===== src/design/led_chain_pulse_encoder_defines.svh =====
// Assertion helpers shared by the encoder RTL.
`ifndef LED_CHAIN_PULSE_ENCODER_DEFINES_SVH
`define LED_CHAIN_PULSE_ENCODER_DEFINES_SVH

// Same-cycle implication, checked outside reset.
`define LCPE_ASSERT_NOW(label, clk, rst, ante, cons, msg) \
   label: assert property (@(posedge clk) disable iff (rst) (ante) |-> (cons)) \
      else $error(msg);

// Next-cycle implication, checked outside reset.
`define LCPE_ASSERT_NEXT(label, clk, rst, ante, cons, msg) \
   label: assert property (@(posedge clk) disable iff (rst) (ante) |=> (cons)) \
      else $error(msg);

`endif


===== src/design/lcpe_pkg.sv =====
`timescale 1ns / 1ps
`default_nettype none
package lcpe_pkg;

   localparam int WORD_BITS_DEFAULT = 24;
   localparam int PIXEL_BITS        = 24;
   localparam int CSR_INDEX_BITS    = 3;
   localparam int CSR_DATA_BITS     = 16;

   localparam logic [7:0]  BIT_TICKS_RST       = 8'd5;
   localparam logic [7:0]  ONE_HIGH_TICKS_RST  = 8'd4;
   localparam logic [7:0]  ZERO_HIGH_TICKS_RST = 8'd2;
   localparam logic [15:0] RESET_TICKS_RST     = 16'h0300;
   localparam logic [15:0] LATCH_TICKS_RST     = 16'h0FFF;
   localparam logic        IDLE_LEVEL_RST      = 1'b1;

   typedef enum logic [CSR_INDEX_BITS-1:0] {
      CSR_BIT_TICKS       = 3'd0,
      CSR_ONE_HIGH_TICKS  = 3'd1,
      CSR_ZERO_HIGH_TICKS = 3'd2,
      CSR_RESET_TICKS     = 3'd3,
      CSR_LATCH_TICKS     = 3'd4,
      CSR_IDLE_LEVEL      = 3'd5
   } csr_index_type;

   typedef enum logic [1:0] {
      PH_IDLE  = 2'd0,
      PH_RESET = 2'd1,
      PH_DATA  = 2'd2,
      PH_LATCH = 2'd3
   } phase_type;

   typedef struct packed {
      logic                  mode;
      logic [PIXEL_BITS-1:0] pixel_word;
      logic                  last_of_frame;
   } req_type;

   typedef struct packed {
      logic line_level;
      logic ready_res;
      logic busy_res;
      logic underrun;
   } rsp_type;

endpackage
`default_nettype wire


===== src/design/led_chain_pulse_encoder.sv =====
`timescale 1ns / 1ps
`default_nettype none
// An accepted word's result is registered in the output register, or in the skid on a stall.
// Throughput: one tick word per cycle while req_stall is low; the whole tick
// update is one pass of logic between the state registers and the result register.
// A two-deep result stage (output register plus skid) keeps req_stall registered.
// Reset (synchronous, active high): idle phase, empty holding buffer, registers at defaults.
module led_chain_pulse_encoder #(
   parameter int WORD_BITS = lcpe_pkg::WORD_BITS_DEFAULT
) (
   input  wire logic                                clock,
   input  wire logic                                reset,
   input  wire logic                                req_valid,
   output logic                                     req_stall,
   input  wire lcpe_pkg::req_type                   req_data,
   output logic                                     rsp_valid,
   input  wire logic                                rsp_stall,
   output lcpe_pkg::rsp_type                        rsp_data,
   input  wire logic                                csr_valid,
   output logic                                     csr_ready,
   input  wire logic [lcpe_pkg::CSR_INDEX_BITS-1:0] csr_index,
   input  wire logic [lcpe_pkg::CSR_DATA_BITS-1:0]  csr_data
);
   import lcpe_pkg::*;
`include "led_chain_pulse_encoder_defines.svh"

   localparam int BI_W = $clog2(WORD_BITS + 1);
   localparam logic [BI_W-1:0] BI_END = BI_W'(WORD_BITS);

   // ---------------------------------------------------------------------
   // Configuration registers. A write is seen from the next tick on; the
   // host must write only while no word is in flight; this is not enforced.
   // ---------------------------------------------------------------------
   logic [7:0]  bit_ticks_ff, one_high_ff, zero_high_ff;
   logic [15:0] reset_ticks_ff, latch_ticks_ff;
   logic        idle_level_ff;
   logic        csr_write;

   assign csr_ready = 1'b1;
   assign csr_write = csr_valid & csr_ready;

   always_ff @(posedge clock) begin
      if (reset) begin
         bit_ticks_ff   <= BIT_TICKS_RST;
         one_high_ff    <= ONE_HIGH_TICKS_RST;
         zero_high_ff   <= ZERO_HIGH_TICKS_RST;
         reset_ticks_ff <= RESET_TICKS_RST;
         latch_ticks_ff <= LATCH_TICKS_RST;
         idle_level_ff  <= IDLE_LEVEL_RST;
      end else if (csr_write) begin
         case (csr_index_type'(csr_index))
            CSR_BIT_TICKS:       bit_ticks_ff   <= csr_data[7:0];
            CSR_ONE_HIGH_TICKS:  one_high_ff    <= csr_data[7:0];
            CSR_ZERO_HIGH_TICKS: zero_high_ff   <= csr_data[7:0];
            CSR_RESET_TICKS:     reset_ticks_ff <= csr_data;
            CSR_LATCH_TICKS:     latch_ticks_ff <= csr_data;
            CSR_IDLE_LEVEL:      idle_level_ff  <= csr_data[0];
            default: ;           // unmapped index: dropped
         endcase
      end
   end

   // ---------------------------------------------------------------------
   // Encoder state
   // ---------------------------------------------------------------------
   phase_type              phase_ff, phase_in;
   logic [15:0]            tick_ff, tick_in;
   logic [BI_W-1:0]        bit_idx_ff, bit_idx_in;
   logic [WORD_BITS-1:0]   shift_ff, shift_in;
   logic [PIXEL_BITS-1:0]  held_word_ff, held_word_in;
   logic                   held_valid_ff, held_valid_in;
   logic                   held_last_ff, held_last_in;
   logic                   cur_last_ff, cur_last_in;
   logic [WORD_BITS-1:0]   held_ext;
   rsp_type                step_rsp;
   logic                   req_take;

   // Holding word widened/trimmed to the serial word length.
   for (genvar g = 0; g < WORD_BITS; g++) begin : g_ext
      if (g < PIXEL_BITS) begin : g_bit
         assign held_ext[g] = held_word_in[g];
      end else begin : g_zero
         assign held_ext[g] = 1'b0;
      end
   end

   assign req_take = req_valid & ~req_stall;

   // One tick of the line code. Phases may fall through within the tick:
   // idle -> reset -> data, and data -> latch -> idle for zero-length gaps.
   always_comb begin
      logic [7:0] blen;
      logic [7:0] high_t;
      logic       accept_word;

      blen        = (bit_ticks_ff == 8'd0) ? 8'd1 : bit_ticks_ff;
      accept_word = req_data.mode & ~held_valid_ff;

      phase_in      = phase_ff;
      tick_in       = tick_ff;
      bit_idx_in    = bit_idx_ff;
      shift_in      = shift_ff;
      held_word_in  = accept_word ? req_data.pixel_word : held_word_ff;
      held_valid_in = held_valid_ff | accept_word;
      held_last_in  = accept_word ? req_data.last_of_frame : held_last_ff;
      cur_last_in   = cur_last_ff;
      step_rsp      = '{line_level: 1'b0, ready_res: accept_word,
                        busy_res: 1'b1, underrun: 1'b0};

      if (phase_in == PH_IDLE && held_valid_in) begin
         phase_in = PH_RESET;
         tick_in  = '0;
      end
      if (phase_in == PH_RESET && tick_in >= reset_ticks_ff) begin
         shift_in      = held_ext;
         cur_last_in   = held_last_in;
         held_valid_in = 1'b0;
         bit_idx_in    = '0;
         tick_in       = '0;
         phase_in      = PH_DATA;
      end
      if (phase_in == PH_DATA) begin
         if (bit_idx_in < BI_END && tick_in >= {8'd0, blen}) begin
            bit_idx_in = bit_idx_in + BI_W'(1);
            tick_in    = '0;
            shift_in   = {shift_in[WORD_BITS-2:0], 1'b0};
         end
         if (bit_idx_in >= BI_END) begin
            if (cur_last_in) begin
               phase_in = PH_LATCH;
               tick_in  = '0;
            end else if (held_valid_in) begin
               shift_in      = held_ext;
               cur_last_in   = held_last_in;
               held_valid_in = 1'b0;
               bit_idx_in    = '0;
               tick_in       = '0;
            end
         end
      end
      if (phase_in == PH_LATCH && tick_in >= latch_ticks_ff) begin
         phase_in = PH_IDLE;
      end

      // Output for this tick
      high_t = shift_in[WORD_BITS-1] ? one_high_ff : zero_high_ff;
      case (phase_in)
         PH_IDLE: begin
            step_rsp.line_level = idle_level_ff;
            step_rsp.busy_res   = 1'b0;
         end
         PH_DATA: begin
            if (bit_idx_in >= BI_END) begin
               step_rsp.underrun = 1'b1;   // starved mid-frame: hold line low
            end else begin
               step_rsp.line_level = (tick_in < {8'd0, high_t});
               tick_in             = tick_in + 16'd1;
            end
         end
         default: begin
            tick_in = tick_in + 16'd1;
         end
      endcase
   end

   always_ff @(posedge clock) begin
      if (reset) begin
         phase_ff      <= PH_IDLE;
         tick_ff       <= '0;
         bit_idx_ff    <= '0;
         shift_ff      <= '0;
         held_valid_ff <= 1'b0;
         held_last_ff  <= 1'b0;
         cur_last_ff   <= 1'b0;
      end else if (req_take) begin
         phase_ff      <= phase_in;
         tick_ff       <= tick_in;
         bit_idx_ff    <= bit_idx_in;
         shift_ff      <= shift_in;
         held_valid_ff <= held_valid_in;
         held_last_ff  <= held_last_in;
         cur_last_ff   <= cur_last_in;
      end
   end

   // holding word has no reset: only read after a write
   always_ff @(posedge clock) begin
      if (req_take) begin
         held_word_ff <= held_word_in;
      end
   end

   // ---------------------------------------------------------------------
   // Result stage: output register plus a one-word skid. req_stall comes
   // straight from the skid flag, so it never waits on rsp_stall.
   // ---------------------------------------------------------------------
   logic    out_valid_ff, skid_valid_ff;
   rsp_type out_data_ff, skid_data_ff;
   logic    out_free;

   assign out_free  = ~out_valid_ff | ~rsp_stall;
   assign req_stall = skid_valid_ff;
   assign rsp_valid = out_valid_ff;
   assign rsp_data  = out_data_ff;

   always_ff @(posedge clock) begin
      if (reset) begin
         out_valid_ff  <= 1'b0;
         skid_valid_ff <= 1'b0;
      end else if (out_free) begin
         out_valid_ff  <= skid_valid_ff | req_take;
         skid_valid_ff <= 1'b0;
      end else if (req_take) begin
         skid_valid_ff <= 1'b1;
      end
   end

   always_ff @(posedge clock) begin
      if (out_free) begin
         out_data_ff <= skid_valid_ff ? skid_data_ff : step_rsp;
      end else if (req_take) begin
         skid_data_ff <= step_rsp;
      end
   end

   // ---------------------------------------------------------------------
   // Checks
   // ---------------------------------------------------------------------
   `LCPE_ASSERT_NOW(a_skid_behind_out, clock, reset, skid_valid_ff, out_valid_ff,
                    "skid full with empty output")
   `LCPE_ASSERT_NEXT(a_take_gives_rsp, clock, reset, req_take, out_valid_ff,
                     "accepted word produced no result")
   `LCPE_ASSERT_NOW(a_data_index, clock, reset, phase_ff == PH_DATA, bit_idx_ff <= BI_END,
                    "bit index past word end")
   `LCPE_ASSERT_NOW(a_underrun_low, clock, reset, out_valid_ff && out_data_ff.underrun,
                    !out_data_ff.line_level && out_data_ff.busy_res,
                    "underrun with line high or not busy")

endmodule
`default_nettype wire

===== config.mk =====
export PLATFORM = sky130hd
export DESIGN_NAME = led_chain_pulse_encoder
export DESIGN_NICKNAME = d
export VERILOG_FILES = /design/src/design/lcpe_pkg.sv /design/src/design/led_chain_pulse_encoder.sv
export VERILOG_INCLUDE_DIRS = /design/src /design/src/design
export SDC_FILE = /design/constraint.sdc
export NUM_CORES = 1
export LEC_CHECK = 0
export BUFFER_PORTS_ARGS = -buffer_cell sky130_fd_sc_hd__clkbuf_2
export CORE_UTILIZATION = 30
export CTS_BUF_LIST = sky130_fd_sc_hd__clkbuf_4 sky130_fd_sc_hd__clkbuf_8
export DETAILED_ROUTE_END_ITERATION = 7
export PLACE_DENSITY = 0.45
export SLEW_MARGIN = 10
export SYNTH_ARGS = -nofsm -noshare
export SYNTH_HDL_FRONTEND = slang
export SYNTH_SLANG_ARGS = --single-unit
export TNS_END_PERCENT = 20

===== constraint.sdc =====
create_clock -name clock -period 13.5 [get_ports clock]
set_input_delay 4.05 -clock clock [delete_from_list [all_inputs] [get_ports clock]]
set_output_delay 4.05 -clock clock [all_outputs]
set_load 0.05 [all_outputs]

* Word level (Yosys, flattened, before mapping)
Cells that the tools add are included.
Storage, ports and cells: register bits after elaboration 141, bits of input ports 50, output and inout bits 7, word-level logic and storage cells 115
Cells by class: add/subtract/negate cells 2, order comparisons 7, equality and inequality tests 9, mux-type cells 47, bitwise gates (word level) 10, reduce and logical (&&, ||, !) cells 16
Operator list (number):
- 24-bit 2-to-1 mux | 7
- 16-bit 2-to-1 mux | 8
- 5-bit 2-to-1 mux | 7
- 16-bit >= comparator | 2
- 16-bit one-hot mux with 2 select lines | 1
- 16-bit by 1-bit adder with 16-bit output, second input constant | 1
- 16-bit by 8-bit >= comparator with 1-bit output | 1
- 16-bit by 8-bit less-than comparator with 1-bit output | 1
- 8-bit 2-to-1 mux | 2
- 1-bit 2-to-1 mux | 14
- 2-bit AND reduction | 7
- 2-bit 2-to-1 mux | 6
- 5-bit >= comparator, second input constant | 2
- 8-bit zero test | 1
- 2-bit == test, second input constant | 3
- 3-bit by 2-bit == test with 1-bit output, second input constant | 2
- 3-bit == test, second input constant | 2
- 5-bit by 1-bit adder with 5-bit output, second input constant | 1
- 5-bit less-than comparator, second input constant | 1
- 1-bit inverter | 5
- 1-bit logical AND | 4
- 2-bit zero test | 2
- 4-bit 2-to-1 mux | 1
- 3-bit by 1-bit == test with 1-bit output, second input constant | 1
- 6 further kinds | 9

* Depth between registers and ports, before layout
depth after elaboration 21, gate-level depth with buffers 36, mapped depth without buffers 30

* Least setup slack after synthesis
Ideal clock, no wire load.
path kind input to register, start point input req_data[25] (netlist name), end point register tick_ff[14], library setup time 0.091 ns, arrival 11.193 ns, data required time 13.409 ns, slack 2.216 ns, stages on the path 35, buffers on the path 7, path through or2_1 -> buf_6 -> nand2_1 -> buf_6 -> clkbuf_1 -> and2_1 -> ha_1 -> nand2_1 -> or3_4 -> a2111o_1 -> a31oi_2 -> buf_6 -> buf_2 -> buf_2 -> nor2_1 -> ha_1 -> nand2_1 -> o21ai_0 -> a211oi_2 -> o31a_1 -> or3_1 -> a211oi_1 -> and2_1 -> ha_1 -> a21oi_1 -> o211ai_1 -> a211oi_1 -> o31ai_1 -> a21oi_1 -> a21o_1 -> buf_6 -> and3_4 -> nand3_4 -> or4b_1 -> a311oi_1
Between the ends: cells in the longest elaborated chain, start to end 19, elaborated cells on any way between the ends 44, those cells by class add/sub: 2; order compare: 6; eq/ne: 4; mux: 25; bitwise: 2; reduce/logical: 5
RTL lines:
- start, declared | RTL line led_chain_pulse_encoder.sv:15 | input wire lcpe_pkg::req_type req_data,
- 1-bit bitwise AND * | RTL line led_chain_pulse_encoder.sv:97 | accept_word = req_data.mode & ~held_valid_ff;
- 1-bit bitwise OR | RTL line led_chain_pulse_encoder.sv:104 | held_valid_in = held_valid_ff | accept_word;
- 1-bit logical AND | RTL line led_chain_pulse_encoder.sv:110 | if (phase_in == PH_IDLE && held_valid_in) begin
- 16-bit 2-to-1 mux / 2-bit 2-to-1 mux (equally long branches) | RTL line led_chain_pulse_encoder.sv:110
- 16-bit >= comparator / 2-bit by 1-bit == test with 1-bit output (equally long branches) | RTL line led_chain_pulse_encoder.sv:114 | if (phase_in == PH_RESET && tick_in >= reset_ticks_ff) begin
- 1-bit logical AND | RTL line led_chain_pulse_encoder.sv:114
- 16-bit 2-to-1 mux / 5-bit 2-to-1 mux (equally long branches) | RTL line led_chain_pulse_encoder.sv:114
- 16-bit by 8-bit >= comparator with 1-bit output / 5-bit less-than comparator (equally long branches) | RTL line led_chain_pulse_encoder.sv:123 | if (bit_idx_in < BI_END && tick_in >= {8'd0, blen}) begin
- (+3 left out)
- 5-bit >= comparator / 16-bit 2-to-1 mux (equally long branches) | RTL line led_chain_pulse_encoder.sv:128, led_chain_pulse_encoder.sv:129
- 16-bit 2-to-1 mux / 2-bit 2-to-1 mux (equally long branches) | RTL line led_chain_pulse_encoder.sv:128 | if (bit_idx_in >= BI_END) begin
- 16-bit 2-to-1 mux / 2-bit 2-to-1 mux (equally long branches) | RTL line led_chain_pulse_encoder.sv:122 | if (phase_in == PH_DATA) begin
- 16-bit >= comparator / 2-bit == test (equally long branches) | RTL line led_chain_pulse_encoder.sv:141 | if (phase_in == PH_LATCH && tick_in >= latch_ticks_ff) begin
- 1-bit logical AND | RTL line led_chain_pulse_encoder.sv:141
- 2-bit 2-to-1 mux | RTL line led_chain_pulse_encoder.sv:141
- 2-bit == test / 2-bit zero test (equally long branches) | RTL line led_chain_pulse_encoder.sv:147 | case (phase_in)
- 16-bit one-hot mux with 2 select lines * | RTL line led_chain_pulse_encoder.sv:147
- end signal, assigned | RTL line led_chain_pulse_encoder.sv:177 | tick_ff <= tick_in;
- end, declared | RTL line led_chain_pulse_encoder.sv:67 | logic [15:0] tick_ff, tick_in;
Every way passes the cells marked *; elsewhere a longest branch is shown, timed or not. The select of a mux whose other input is x is not followed. A chain may end at the register's enable or synchronous reset.

* Worst setup path in the final report
Same ends and word-level chain as after synthesis.

==> flow_metrics.py <==
metrics = {
    "sta": {
        "finalCritPeriodShare_pct": 91.5,
        "fin_crit_ns": 12.35,
        "worstMarginPinSlew_ns": 1.04,
        "setup_tns_ns": 0,
        "worst_slack_ns": 1.15,
        "relSlewSlack_pct": 30.6,
        "hold_viol_final": 0,
        "worst_clock_skew_ns": 0.0236,
        "slew_violations": 0,
        "fmax_mhz": 81.0,
        "setup_viol": 0,
        "rsz0062_at_grt": "no",
    },
    "synthesis": {
        "synth_edf_count": 32,
        "yosysSeqAreaShare_pct": 37.3,
        "netlist_instances": 1010,
        "synth-seq-cells": 141,
        "synthFlopType": "dfxtp_1",
        "synth_top_cell_by_area": "dfxtp_1",
        "async_flop_share_pct": 0,
        "syn_area_um2": 8430,
        "synth_cell_types": 87,
        "synth_top_area_share_pct": 25.9,
        "syn_nets": 1108,
        "synth_area_leaders": "dfxtp_1 26%, edfxtp_1 11%, mux2i_1 8.3%, nand2_1 7.3%, ha_1 7.1%",
        "yosys_warnings": 0,
        "avgSynthCellArea_um2": 8.35,
    },
    "floorplan": {
        "rows": 61,
        "num_io_pins": 57,
        "die-area_um2": 28800,
        "start_util_pct": 30.4,
        "coreArea_um2": 27700,
        "die_w_um": 170,
        "die_y_um": 170,
    },
    "routing": {
        "wl_met2_um": 10300,
        "dr.pass1.iters": 5,
        "post_drt_wl_per_cell_um": 16.4,
        "drt_iter0_markers": 431,
        "routed_wl_um": 23400,
        "highest_layer": "met4",
        "viasPerCell": 5.00,
        "drcViolationCount": 0,
        "drt-met1-wl_um": 12200,
        "dr_wl_met3_um": 723,
        "num_vias": 7144,
        "ant_nets": 0,
    },
    "global_routing": {
        "antenna_found_initial": 0,
        "track_usage_pct": 16.9,
        "grt_pass1_wl_um": 37600,
        "grt_pass1_vias": 6708,
        "grt_max_degree": 95,
        "grt-ovfl-total": 0,
    },
    "clock_network": {
        "cts_resized": 0,
        "cts_setup_buffers": 0,
        "clk_pin_slew_ns": 0.09,
        "cts_hold_buf": 0,
        "clkSinkCount": 141,
        "cts_tree": "yes",
        "cts_buffer_depth": 2,
        "root_buffer": "clkbuf_8",
        "clk_latency_ns": 0.47,
        "htreeDepth": 4,
        "cts_buffers": 17,
    },
    "worst_hold_path": {
        "hp-class": "reg2reg",
        "hold_depth": 2,
    },
    "cells_and_area": {
        "drive_above_1_share_pct": 12.6,
        "fin_area_um2": 9400,
        "filler_cell_count": 2970,
        "area_growth_syn_to_layout_pct": 11.5,
        "mostFrequentLayoutCell": "nand2_1",
        "nNetsFinal": 1135,
        "layout_common_cells": "164 x nand2_1, 121 x nor2_1, 109 x dfxtp_1, 70 x mux2i_1, 61 x a21oi_1",
        "n_antenna_cell": 0,
    },
    "job": {
        "cap_violations": 0,
    },
    "setup_path": {
        "max_stage_delay_ns": 0.84,
        "crit_fanout": 25,
        "ff2ff_path_depth": 28,
        "slowest_stage": "a211oi_1",
        "worstPathArrival_ns": 12.73,
        "crit_required_ns": 13.88,
        "crit_path_end_kind": "flip-flop",
        "critPathLaunchType": "input port",
        "worstSetupPathType": "in2reg",
    },
    "power": {
        "p_per_area_nw_per_um2": 113,
        "p_clk_share_pct": 34.3,
        "p_int_uw": 688,
        "p_sw_uw": 370,
        "power_mw": 1.06,
        "comb_power_share_pct": 21.4,
        "switching_share_pct": 35.0,
        "ir_worst_vdd_mv": 0.0437,
        "p_leak_nw": 3.88,
        "seq_power_share_pct": 44.3,
    },
    "run_status": {
        "status": "finished, final reports clean",
    },
    "place": {
        "io_buffers": 55,
        "place_area_um2": 8990,
        "hpwl_um": 16200,
        "gp_congestion": 0.820,
        "dp_slack_ns": 0.613,
    },
}
[synth_stat cells, types with 6 or more instances]
library cell	n
a211o_1	15
a211oi_1	16
a21o_1	8
a21oi_1	61
and2_1	21
and3_1	8
buf_2	11
buf_6	6
clkbuf_1	36
dfxtp_1	109
edfxtp_1	32
ha_1	48
inv_1	54
mux2i_1	70
nand2_1	164
nand2b_1	6
nand3_1	16
nand4_1	13
nor2_1	122
nor2b_1	6
nor3_1	16
o21ai_0	45
o221ai_1	21
[critical path, delay by kind of cell]
kind	cells	cell delay, ns
buf+inv	1	0.11
fa+ha+maj	3	0.87
simple gates	10	3.04
compound gates	15	4.62
[metal layers]
layer / up-vias / global-route usage (%)
li1: 3625 / -
met1: 3384 / 24.2
met2: 118 / 25.9
met3: 17 / 2.73
met4: 0 / 4.54
met5: - / 0
[flip-flops by register name (all words and copies together), names as in the netlist]
name            flops
latch_ticks_ff     16
one_high_ff         8
cur_last_ff         1
rsp_data            4
zero_high_ff        8
rsp_valid           1
bit_ticks_ff        8
tick_ff            16
bit_idx_ff          5
req_stall           1
idle_level_ff       1
phase_ff            2
held_word_ff       24
held_last_ff        1
reset_ticks_ff     16
shift_ff           24
skid_data_ff        4
held_valid_ff       1
[cells by family after synthesis]
kind of cell	synth area share, %
compound gates	19.0
other cells	0.0445
simple gates	21.4
buf+inv	6.05
xor+xnor	0.727
fa+ha+maj	7.12
flops	37.3
mux	8.44
[through the flow]
stage,util [%],hold slack (ns),cells
finish,33.9,0.458,1428
global route,33.9,0.482,1428
CTS,33.9,0.460,1428
detailed placement,32.5,0.447,1396
global placement,32.5,0.442,1396
floorplan,-,0.432,1010
[worst paths after layout]
kind | slack [ns] | startpoint | end
setup / recovery | 1.15 | req_data[25] | tick_ff[14]
hold / removal | 0.46 | one_high_ff[6] | one_high_ff[6]
setup reg to reg | 4.44 | held_valid_ff | tick_ff[14]
hold reg to reg | 0.46 | one_high_ff[6] | one_high_ff[6]
[power by group through the flow]
| stage | clock [mW] | sequential [mW] | combinational, mW |
|---|---|---|---|
| 2_1_floorplan | 0 | 0.484 | 0.158 |
| 3_3_place_gp | 0 | 0.478 | 0.227 |
| 3_5_place_dp | 0 | 0.478 | 0.228 |
| 4_1_cts | 0.374 | 0.469 | 0.229 |
| 5_1_grt | 0.392 | 0.472 | 0.252 |
| 6_report | 0.363 | 0.469 | 0.226 |
[cell type report]
| type | instances | area [um2] | area share (%) |
|---|---|---|---|
| multi-input combinational | 753 | 4790 | 51.0 |
| inverter | 57 | 214 | 2.28 |
| clock buffer | 17 | 234 | 2.49 |
| sequential | 141 | 3140 | 33.4 |
| tap | 378 | 473 | 5.03 |
| timing repair buffer | 67 | 368 | 3.91 |
| clock inverter | 15 | 173 | 1.84 |
Power figures use the tool's default switching activity.
